===== src/rtl/core/slgnh_pkg.sv =====
// shared types, widths and helpers for the straight-line greedy next-hop block
// no dependencies; every other file of the block imports this package
package slgnh_pkg;

    // coordinate and address widths
    localparam int COORD_BITS = 16;
    localparam int ADDR_BITS  = 16;

    // derived arithmetic widths: difference, product, sum of products
    localparam int DIFF_BITS = COORD_BITS + 1;
    localparam int PROD_BITS = 2 * DIFF_BITS;
    localparam int SUM_BITS  = PROD_BITS + 1;

    // request type codes
    localparam logic REQ_BEGIN = 1'b0;
    localparam logic REQ_NBR   = 1'b1;

    typedef logic signed [COORD_BITS-1:0] t_coord;
    typedef logic        [ADDR_BITS-1:0]  t_addr;
    typedef logic signed [DIFF_BITS-1:0]  t_diff;
    typedef logic signed [PROD_BITS-1:0]  t_prod_val;
    typedef logic signed [SUM_BITS-1:0]   t_sum;
    typedef logic        [SUM_BITS-1:0]   t_mag;

    // one input transfer
    typedef struct packed {
        logic   req_type;
        t_coord self_x;
        t_coord self_y;
        t_coord src_x;
        t_coord src_y;
        t_coord dst_x;
        t_coord dst_y;
        t_addr  dest_addr;
        t_addr  nbr_addr;
        t_coord nbr_x;
        t_coord nbr_y;
        logic   last;
    } t_req;

    // one result transfer
    typedef struct packed {
        t_addr next_hop_addr;
        logic  found;
        logic  is_destination;
    } t_rsp;

    // product stage contents handed to the select stage
    typedef struct packed {
        logic      is_begin;
        logic      last;
        logic      hit;
        logic      line_pt;
        t_addr     addr;
        t_prod_val sq0;
        t_prod_val sq1;
        t_prod_val cr0;
        t_prod_val cr1;
    } t_prod;

    // sign-extended difference a - b
    function automatic t_diff sdiff(input t_coord a, input t_coord b);
        return t_diff'(a) - t_diff'(b);
    endfunction

endpackage


===== src/rtl/core/slgnh_prod.sv =====
// product stage: latches the query positions and forms squares and cross terms
// depends on slgnh_pkg
module slgnh_prod (
    input  logic               i_clk,
    input  logic               i_rst_n,
    input  logic               i_en,
    input  slgnh_pkg::t_req    i_req,
    output slgnh_pkg::t_prod   o_prod
);
    import slgnh_pkg::*;

    t_coord r_src_x, r_src_y, r_dst_x, r_dst_y;
    t_diff  r_cx, r_cy;
    t_addr  r_target;
    logic   r_line_pt;
    t_prod  r_prod;

    logic   is_begin;
    t_diff  sq_a, sq_b, cr_a, cr_b;
    t_prod  n_prod;

    assign is_begin = (i_req.req_type == REQ_BEGIN);

    // operand select ahead of the four multipliers
    always_comb begin
        if (is_begin) begin
            sq_a = sdiff(i_req.self_x, i_req.dst_x);
            sq_b = sdiff(i_req.self_y, i_req.dst_y);
        end else begin
            sq_a = sdiff(i_req.nbr_x, r_dst_x);
            sq_b = sdiff(i_req.nbr_y, r_dst_y);
        end
        cr_a = sdiff(i_req.nbr_y, r_src_y);
        cr_b = sdiff(i_req.nbr_x, r_src_x);
    end

    // products and per-item flags
    always_comb begin
        n_prod.is_begin = is_begin;
        n_prod.last     = i_req.last;
        n_prod.hit      = (i_req.nbr_addr == r_target);
        n_prod.line_pt  = r_line_pt;
        n_prod.addr     = i_req.nbr_addr;
        n_prod.sq0      = sq_a * sq_a;
        n_prod.sq1      = sq_b * sq_b;
        n_prod.cr0      = r_cx * cr_a;
        n_prod.cr1      = r_cy * cr_b;
    end

    // query positions, latched by a begin transfer
    always_ff @(posedge i_clk) begin
        if (!i_rst_n) begin
            r_src_x   <= '0;
            r_src_y   <= '0;
            r_dst_x   <= '0;
            r_dst_y   <= '0;
            r_cx      <= '0;
            r_cy      <= '0;
            r_target  <= '0;
            r_line_pt <= 1'b0;
        end else if (i_en && is_begin) begin
            r_src_x   <= i_req.src_x;
            r_src_y   <= i_req.src_y;
            r_dst_x   <= i_req.dst_x;
            r_dst_y   <= i_req.dst_y;
            r_cx      <= sdiff(i_req.dst_x, i_req.src_x);
            r_cy      <= sdiff(i_req.dst_y, i_req.src_y);
            r_target  <= i_req.dest_addr;
            r_line_pt <= (i_req.src_x == i_req.dst_x) && (i_req.src_y == i_req.dst_y);
        end
    end

    // product register
    always_ff @(posedge i_clk) begin
        if (i_en) begin
            r_prod <= n_prod;
        end
    end

    assign o_prod = r_prod;

endmodule


===== src/rtl/core/slgnh_select.sv =====
// select stage: distance test, cross-product compare and running best, result register
// depends on slgnh_pkg
module slgnh_select (
    input  logic               i_clk,
    input  logic               i_rst_n,
    input  logic               i_en,
    input  slgnh_pkg::t_prod   i_prod,
    output slgnh_pkg::t_rsp    o_rsp
);
    import slgnh_pkg::*;

    t_sum  r_self_dsq;
    t_mag  r_best_cr;
    t_addr r_best_addr;
    logic  r_have_best;
    logic  r_dest_hit;
    t_rsp  r_rsp;

    t_sum  dsq;
    t_sum  cr;
    t_mag  cr_abs;
    logic  closer;
    t_sum  n_self_dsq;
    t_mag  n_best_cr;
    t_addr n_best_addr;
    logic  n_have_best;
    logic  n_dest_hit;
    logic  n_found;
    t_rsp  n_rsp;

    // sums of products
    always_comb begin
        dsq    = t_sum'(i_prod.sq0) + t_sum'(i_prod.sq1);
        cr     = t_sum'(i_prod.cr0) - t_sum'(i_prod.cr1);
        cr_abs = (cr < 0) ? t_mag'(-cr) : t_mag'(cr);
        closer = (dsq < r_self_dsq);
    end

    // running selection update
    always_comb begin
        n_self_dsq  = r_self_dsq;
        n_best_cr   = r_best_cr;
        n_best_addr = r_best_addr;
        n_have_best = r_have_best;
        n_dest_hit  = r_dest_hit;
        if (i_prod.is_begin) begin
            n_self_dsq  = dsq;
            n_best_cr   = '0;
            n_best_addr = '0;
            n_have_best = 1'b0;
            n_dest_hit  = 1'b0;
        end else if (!r_dest_hit) begin
            if (i_prod.hit) begin
                n_dest_hit  = 1'b1;
                n_best_addr = i_prod.addr;
            end else if (!i_prod.line_pt && closer) begin
                if (!r_have_best || (cr_abs < r_best_cr)) begin
                    n_best_cr   = cr_abs;
                    n_best_addr = i_prod.addr;
                    n_have_best = 1'b1;
                end
            end
        end
        n_found              = n_dest_hit || n_have_best;
        n_rsp.next_hop_addr  = n_found ? n_best_addr : '0;
        n_rsp.found          = n_found;
        n_rsp.is_destination = n_dest_hit;
        // a result closes the query and clears the selection
        if (i_prod.last) begin
            n_best_cr   = '0;
            n_best_addr = '0;
            n_have_best = 1'b0;
            n_dest_hit  = 1'b0;
        end
    end

    // selection state
    always_ff @(posedge i_clk) begin
        if (!i_rst_n) begin
            r_self_dsq  <= '0;
            r_best_cr   <= '0;
            r_best_addr <= '0;
            r_have_best <= 1'b0;
            r_dest_hit  <= 1'b0;
        end else if (i_en) begin
            r_self_dsq  <= n_self_dsq;
            r_best_cr   <= n_best_cr;
            r_best_addr <= n_best_addr;
            r_have_best <= n_have_best;
            r_dest_hit  <= n_dest_hit;
        end
    end

    // result register
    always_ff @(posedge i_clk) begin
        if (i_en && i_prod.last) begin
            r_rsp <= n_rsp;
        end
    end

    assign o_rsp = r_rsp;

endmodule


===== src/rtl/core/straight_line_greedy_next_hop.sv =====
// top level of the straight-line greedy next-hop selector: input register and flow control
// depends on slgnh_pkg, slgnh_prod and slgnh_select
//
// A begin transfer sets up a query; neighbor transfers then stream in and the
// transfer with last set gives one result: the destination if it was seen,
// else the closer-than-self neighbor nearest the source-destination line.
// The block takes one transfer per clock cycle, sustained, and holds back only
// while a result waits at the output, the product register holds the next item
// with last set and the input register is occupied. The transfer that carries
// last reaches the output through the input register, the product register and
// the result register. Items without last flow on while a result waits to be
// taken.
module straight_line_greedy_next_hop (
    input  logic             i_clk,
    input  logic             i_rst_n,
    input  logic             i_valid,
    output logic             o_stall,
    input  slgnh_pkg::t_req  i_req,
    output logic             o_valid,
    input  logic             i_stall,
    output slgnh_pkg::t_rsp  o_rsp
);
    import slgnh_pkg::*;

    t_req  r_in;
    logic  r_in_valid;
    logic  r_p_valid;
    logic  r_out_valid;

    t_prod prod;
    logic  out_rdy;
    logic  p_adv;
    logic  p_free;
    logic  in_adv;
    logic  in_free;
    logic  in_xfer;

    // stage advance conditions, from the output back
    always_comb begin
        out_rdy = !r_out_valid || !i_stall;
        p_adv   = r_p_valid && (!prod.last || out_rdy);
        p_free  = !r_p_valid || p_adv;
        in_adv  = r_in_valid && p_free;
        in_free = !r_in_valid || p_free;
        in_xfer = i_valid && in_free;
    end

    assign o_stall = !in_free;
    assign o_valid = r_out_valid;

    // input register
    always_ff @(posedge i_clk) begin
        if (in_xfer) begin
            r_in <= i_req;
        end
    end

    // stage valid flags
    always_ff @(posedge i_clk) begin
        if (!i_rst_n) begin
            r_in_valid  <= 1'b0;
            r_p_valid   <= 1'b0;
            r_out_valid <= 1'b0;
        end else begin
            if (in_free) begin
                r_in_valid <= i_valid;
            end
            if (p_free) begin
                r_p_valid <= r_in_valid;
            end
            if (p_adv && prod.last) begin
                r_out_valid <= 1'b1;
            end else if (!i_stall) begin
                r_out_valid <= 1'b0;
            end
        end
    end

    slgnh_prod u_prod (
        .i_clk   (i_clk),
        .i_rst_n (i_rst_n),
        .i_en    (in_adv),
        .i_req   (r_in),
        .o_prod  (prod)
    );

    slgnh_select u_select (
        .i_clk   (i_clk),
        .i_rst_n (i_rst_n),
        .i_en    (p_adv),
        .i_prod  (prod),
        .o_rsp   (o_rsp)
    );

    // a destination result is always a found result
    a_dest_found: assert property (@(posedge i_clk) disable iff (!i_rst_n)
        o_valid |-> (o_rsp.found || !o_rsp.is_destination))
        else $error("destination result without found");

    // a fallback result carries a zero address
    a_none_zero: assert property (@(posedge i_clk) disable iff (!i_rst_n)
        (o_valid && !o_rsp.found) |-> (o_rsp.next_hop_addr == '0))
        else $error("fallback result with nonzero address");

    // with the result register empty the input side never holds back
    a_no_false_stall: assert property (@(posedge i_clk) disable iff (!i_rst_n)
        !r_out_valid |-> !o_stall)
        else $error("input stalled with empty result register");

    // a result appears only after a last item left the product stage
    a_out_source: assert property (@(posedge i_clk) disable iff (!i_rst_n)
        $rose(r_out_valid) |-> $past(r_p_valid && prod.last))
        else $error("result without a last item");

endmodule

===== config.mk =====
export PLATFORM = sky130hd
export DESIGN_NAME = straight_line_greedy_next_hop
export DESIGN_NICKNAME = d
export VERILOG_FILES = /design/src/rtl/core/slgnh_pkg.sv /design/src/rtl/core/slgnh_prod.sv /design/src/rtl/core/slgnh_select.sv /design/src/rtl/core/straight_line_greedy_next_hop.sv
export SDC_FILE = /design/constraint.sdc
export NUM_CORES = 2
export LEC_CHECK = 0
export CORE_UTILIZATION = 50
export DETAILED_ROUTE_END_ITERATION = 7
export DONT_BUFFER_PORTS = 1
export SYNTH_ARGS = -nofsm -noshare
export SYNTH_HDL_FRONTEND = slang
export SYNTH_SLANG_ARGS = --single-unit
export TNS_END_PERCENT = 50

===== constraint.sdc =====
create_clock -name i_clk -period 11.8 [get_ports i_clk]
set_clock_uncertainty 0.2 [all_clocks]
set_input_delay 0 -clock i_clk [delete_from_list [all_inputs] [get_ports i_clk]]
set_output_delay 0 -clock i_clk [all_outputs]
set_load 0.02 [all_outputs]

-- Yosys cells after proc, flatten, opt, wreduce, memory -nomap -nowiden
Index checks and enable logic that the tools add are counted.
- latch bits: 0
- ROM bits: 0
- RAM bits: 0
- memories kept: 0
- register bits after elaboration: 542
- word-level logic and storage cells: 117
- output and inout bits: 20
- equality and inequality tests: 6
- reductions and logical operators: 25
- div/mod/pow operators: 0
- bitwise gates (word level): 1
- shift-type cells: 0
- order comparisons: 3
- mux-type cells: 27
- add/sub/neg operators: 11
- multipliers: 4
- operators by type and width (operator ; count):
    $mux W35 ; 7
    $mul A17 B17 Y34 ; 4
    $sub A16 B16 Y17 ; 8
    $mux W16 ; 6
    $lt A35 B35 Y1 ; 2
    $eq A16 B16 Y1 ; 3
    $add A34 B34 Y35 ; 1
    $lt A35 B1 Y1 const B ; 1
    $neg A35 Y35 ; 1
    $sub A34 B34 Y35 ; 1
    $mux W17 ; 2
    $mux W1 ; 12
    $logic_not A1 Y1 ; 8
    $logic_and A1 B1 Y1 ; 7
    $logic_or A1 B1 Y1 ; 6
    $reduce_bool A3 Y1 ; 2
    $reduce_and A5 Y1 ; 1
    $ne A3 B1 Y1 const B ; 1
    $ne A3 B3 Y1 const B ; 1
    $ne A2 B1 Y1 const B ; 1
    $reduce_and A2 Y1 ; 1
    $not A1 Y1 ; 1

-- Longest topological paths before layout
- depth after elaboration: 11
- gate-level depth with buffers: 40
- mapped depth without buffers: 39

-- Modules after synthesis
Synthesis repeated with hierarchy kept, for this count alone.
- cell total of the unflattened synthesis: 7657
- area, all modules: 72036.6 sq um
- modules (own cells, without submodules) (module ; instances ; sequential area each (sq um) ; area each (sq um) ; cells each):
    slgnh_prod ; 1 ; 6926.6 ; 56421.6 ; 6142
    slgnh_select ; 1 ; 2302.2 ; 10612.7 ; 1339
    straight_line_greedy_next_hop ; 1 ; 4924.7 ; 5002.3 ; 176

-- Worst setup path after synthesis
OpenSTA, ideal clock, no wires.
- path kind: reg2reg
- from: register r_in[129] (netlist name)
- to: register u_prod.r_prod (netlist bit u_prod.o_prod[101]) (data pin)
- setup slack: 2467 ps
- stages on the path, launching flop included: 39
- data arrival time: 8873 ps
- library setup time: 260 ps
- cells stage by stage: edfxtp_1 inv_1 ha_1 inv_1 fa_1 a21o_1 a21oi_1 o21bai_1 a31o_2 a41oi_1 a21oi_1 a31o_2 a2111oi_0 a211oi_1 a21o_1 clkbuf_1 nor2_1 fa_1 [... 3 more ...] fa_1 fa_1 fa_1 inv_1 fa_1 inv_1 ha_1 a21o_1 a21o_1 a221oi_1 nand3b_1 o311ai_0 a31oi_1 a21o_1 a21o_1 a21oi_1 a21oi_1 xnor2_1
- RTL lines (element ; line ; source):
    start: declaration ; straight_line_greedy_next_hop.sv:25 ; t_req r_in;
    start signal: assignment ; straight_line_greedy_next_hop.sv:54 ; r_in <= i_req;
    end signal: assignment ; slgnh_prod.sv:76 ; r_prod <= n_prod;
    end: declaration ; slgnh_prod.sv:16 ; t_prod r_prod;

==> results.py <==
metrics = {
    "clocking": {
        "path_clk_slew_ns": 0.06,
        "cts_max_level": 3,
        "numCtsBuffers": 67,
        "tritoncts": "done",
        "postCtsSetupBuffers": 0,
        "clock-root-buffer": "clkbuf_16",
        "post_cts_resized": 0,
        "cts_buffer_depth": 3,
        "clock_latency_ns": 0.69,
        "clock-sinks": 540,
    },
    "placed_design": {
        "port_buffers": 0,
        "place_hpwl_microns": 155000,
        "dp_worst_setup_slack_ns": 1.32,
        "place_congestion": 0.911,
        "dp_cells": 9257,
    },
    "global_routing": {
        "grt_pass1_wl_microns": 309000,
        "met2_usage": 0.473,
        "grt-ovfl-total": 0,
        "grt_start_max_net_pins": 89,
        "met3_usage": 0.0476,
        "busiest_layer": "met2",
        "track_usage": 0.283,
        "grt_pass1_vias": 53971,
        "gr-usage-met1": 0.373,
        "antenna_found_initial": 22,
    },
    "drt": {
        "via_count": 52222,
        "totalWireLength_microns": 196000,
        "drt_pass1_iterations": 6,
        "vias_per_cell": 5.37,
        "drc": 0,
        "drtIter0Drc": 3528,
        "antenna_left": 0,
        "post_drt_wl_per_cell_microns": 20.2,
    },
    "sta": {
        "finalWorstPathRequiredPeriod_ns": 10.55,
        "fmax_mhz": 94.8,
        "setup_tns_ns": 0,
        "fin_crit_sh": 0.894,
        "rsz0062_at_grt": "no",
        "worst_slew_pin_slew_ns": 1.24,
        "slew_headroom": 0.166,
        "setup_viol": 0,
        "slew_violations": 0,
        "hold_violations": 0,
        "fin_ws_ns": 1.25,
    },
    "finish": {
        "finalNetCount": 9698,
        "instances_no_fill": 9727,
        "finish.utilization": 0.562,
        "syn2layout_area_growth_pct": 11.3,
        "layout-drive-gt1-share": 0.0387,
    },
    "critical_path": {
        "crit_arrival_ns": 10.76,
        "start_kind": "flip-flop",
        "path_max_fanout": 21,
        "slowest_delay_ns": 0.60,
        "critPathKind": "reg -> reg",
        "cp_slowest_cell": "o311ai_0",
        "required_ns": 12.01,
        "r2r_slack_ns": 1.25,
        "cpMostUsedCell": "fa_1",
        "r2r_cells": 37,
        "end_kind": "flip-flop",
    },
    "floorplan": {
        "rows": 137,
        "core-area_sq_um": 140000,
        "die_area_sq_um": 143000,
        "die-width_microns": 378,
        "die_h_microns": 378,
        "num_io_pins": 186,
        "initial_core_util": 0.505,
    },
    "synth": {
        "synthCells": 7500,
        "async_flop_share": 0,
        "synthesis.area_sq_um": 70600,
        "ys_seq_area_frac": 0.200,
        "synth_fp_nets": 9417,
        "ys_ff_latch": 540,
        "synth_area_per_cell_sq_um": 9.42,
        "synth.yosys.warnings": 0,
        "ys_types": 97,
        "synth_edf_count": 334,
        "synth_top_flop_cell": "edfxtp_1",
    },
    "run_status": {
        "status": "complete, no violations",
    },
    "worst_hold_path": {
        "holdPathStages": 5,
        "hold_class": "in -> reg",
    },
    "job": {
        "max-cap-violations": 0,
    },
}
## metrics by stage
| stage | hold WS, ns | cell area [sq um] |
|---|---|---|
| after floorplan | -0.101 | 70600 |
| after global placement | -0.101 | 73000 |
| after detailed placement | -0.101 | 73000 |
| after CTS | 0.0682 | 78600 |
| after global routing | 0.0973 | 78600 |
| final | 0.107 | 78600 |
## worst max-delay path: cells and delay by family (launching register included)
kind / cells / cell delay [ns]
adders and majority gates: 9 / 3.81
AOI/OAI and AO/OA: 19 / 4.65
buffers and inverters: 6 / 0.48
DFF: 1 / 0.36
and+or+nand+nor: 2 / 0.62
xor gates and xnor gates: 1 / 0.13
## sequential cells by signal, summed over array words and instances (netlist names), 16 cells and up
register,flops
u_prod.r_dst_x,16
u_prod.r_dst_y,16
u_select.r_best_cr,35
r_in,162
u_prod.r_target,16
u_prod.r_cx,17
u_select.r_self_dsq,35
u_prod.r_src_y,16
u_prod.r_cy,17
u_select.o_rsp,18
u_prod.r_src_x,16
u_select.r_best_addr,16
u_prod.o_prod,154
## final timing paths
path	end	start
hold / removal	r_p_valid	i_stall
setup reg to reg	u_prod.o_prod[101]	r_in[129]
hold reg to reg	u_prod.o_prod[154]	r_in[0]
setup / recovery	u_prod.o_prod[101]	r_in[129]
## placed cells by master, fill, tap and decap left out, types with 68 or more instances in the layout
master / instances
nor2b_1: 91
o21ai_0: 143
nand2_1: 845
xor2_1: 76
a21oi_1: 357
dfxtp_1: 206
buf_4: 92
xnor2_1: 235
ha_1: 609
clkbuf_16: 68
fa_1: 1142
edfxtp_1: 334
a21o_1: 129
and2_1: 225
nor3_1: 74
dlygate4sd3_1: 330
nand3_1: 80
inv_1: 1608
nor2_1: 417
## synth_stat cells (16+ instances only)
master    count  area share
inv_1      1610       0.086
fa_1       1142        0.32
nand2_1     846       0.045
ha_1        609        0.11
nor2_1      423       0.022
a21oi_1     357       0.025
edfxtp_1    334        0.14
xnor2_1     240       0.030
and2_1      225       0.020
dfxtp_1     206       0.058
clkbuf_1    194       0.010
o21ai_0     143       0.010
a21o_1      129       0.014
nor2b_1      92      0.0081
nand3_1      80      0.0057
xor2_1       77      0.0095
nor3_1       76      0.0054
a22o_1       51      0.0063
o21a_1       49      0.0052
nand2b_1     47      0.0042
and3_1       41      0.0036
nand4_1      39      0.0035
or3_1        36      0.0032
a211oi_1     35      0.0037
a31oi_1      35      0.0031
mux2i_1      28      0.0040
or2_2        23      0.0020
o21bai_1     22      0.0023
o31ai_1      19      0.0020
nor3b_1      17      0.0018
a21boi_0     16      0.0017
## area by class of cell
type                       count  area [sq um]
antenna                       15          37.5
sequential                   540         14200
clock inverter                48           494
multi-input combinational   5127         49700
timing repair buffer         423          4010
fill                       12628         61300
tap                         1876          2350
clock buffer                  76          1750
inverter                    1622          6100
## timing repair
item,in CTS,in global routing
endpoints found under the setup margin,0,0
hold buffers,331,0
endpoints found under the hold margin,347,0
## kinds of logic (layout without fill, tap and decap cells)
group	after synthesis	count (layout)	synth area share
multiplexers	40	40	0.00588
adder cells (fa/ha/maj)	1751	1751	0.431
XOR/XNOR	318	318	0.0395
buffers and inverters	1833	2169	0.0976
other	0	15	0
flip-flops	540	540	0.200
AND/OR/NAND/NOR	1992	1992	0.130
AO/OA/AOI/OAI	1026	1026	0.0947
## layer usage
layer / vias to the layer above / routed length [microns]
met5: - / 61
li1: 24243 / -
met4: 10 / 7090
met1: 26200 / 83700
met2: 1424 / 94000
met3: 345 / 11500
Power is left out: the tool's default activity adds up to more than one toggle a clock period on the data nets, which glitch-free logic cannot reach.
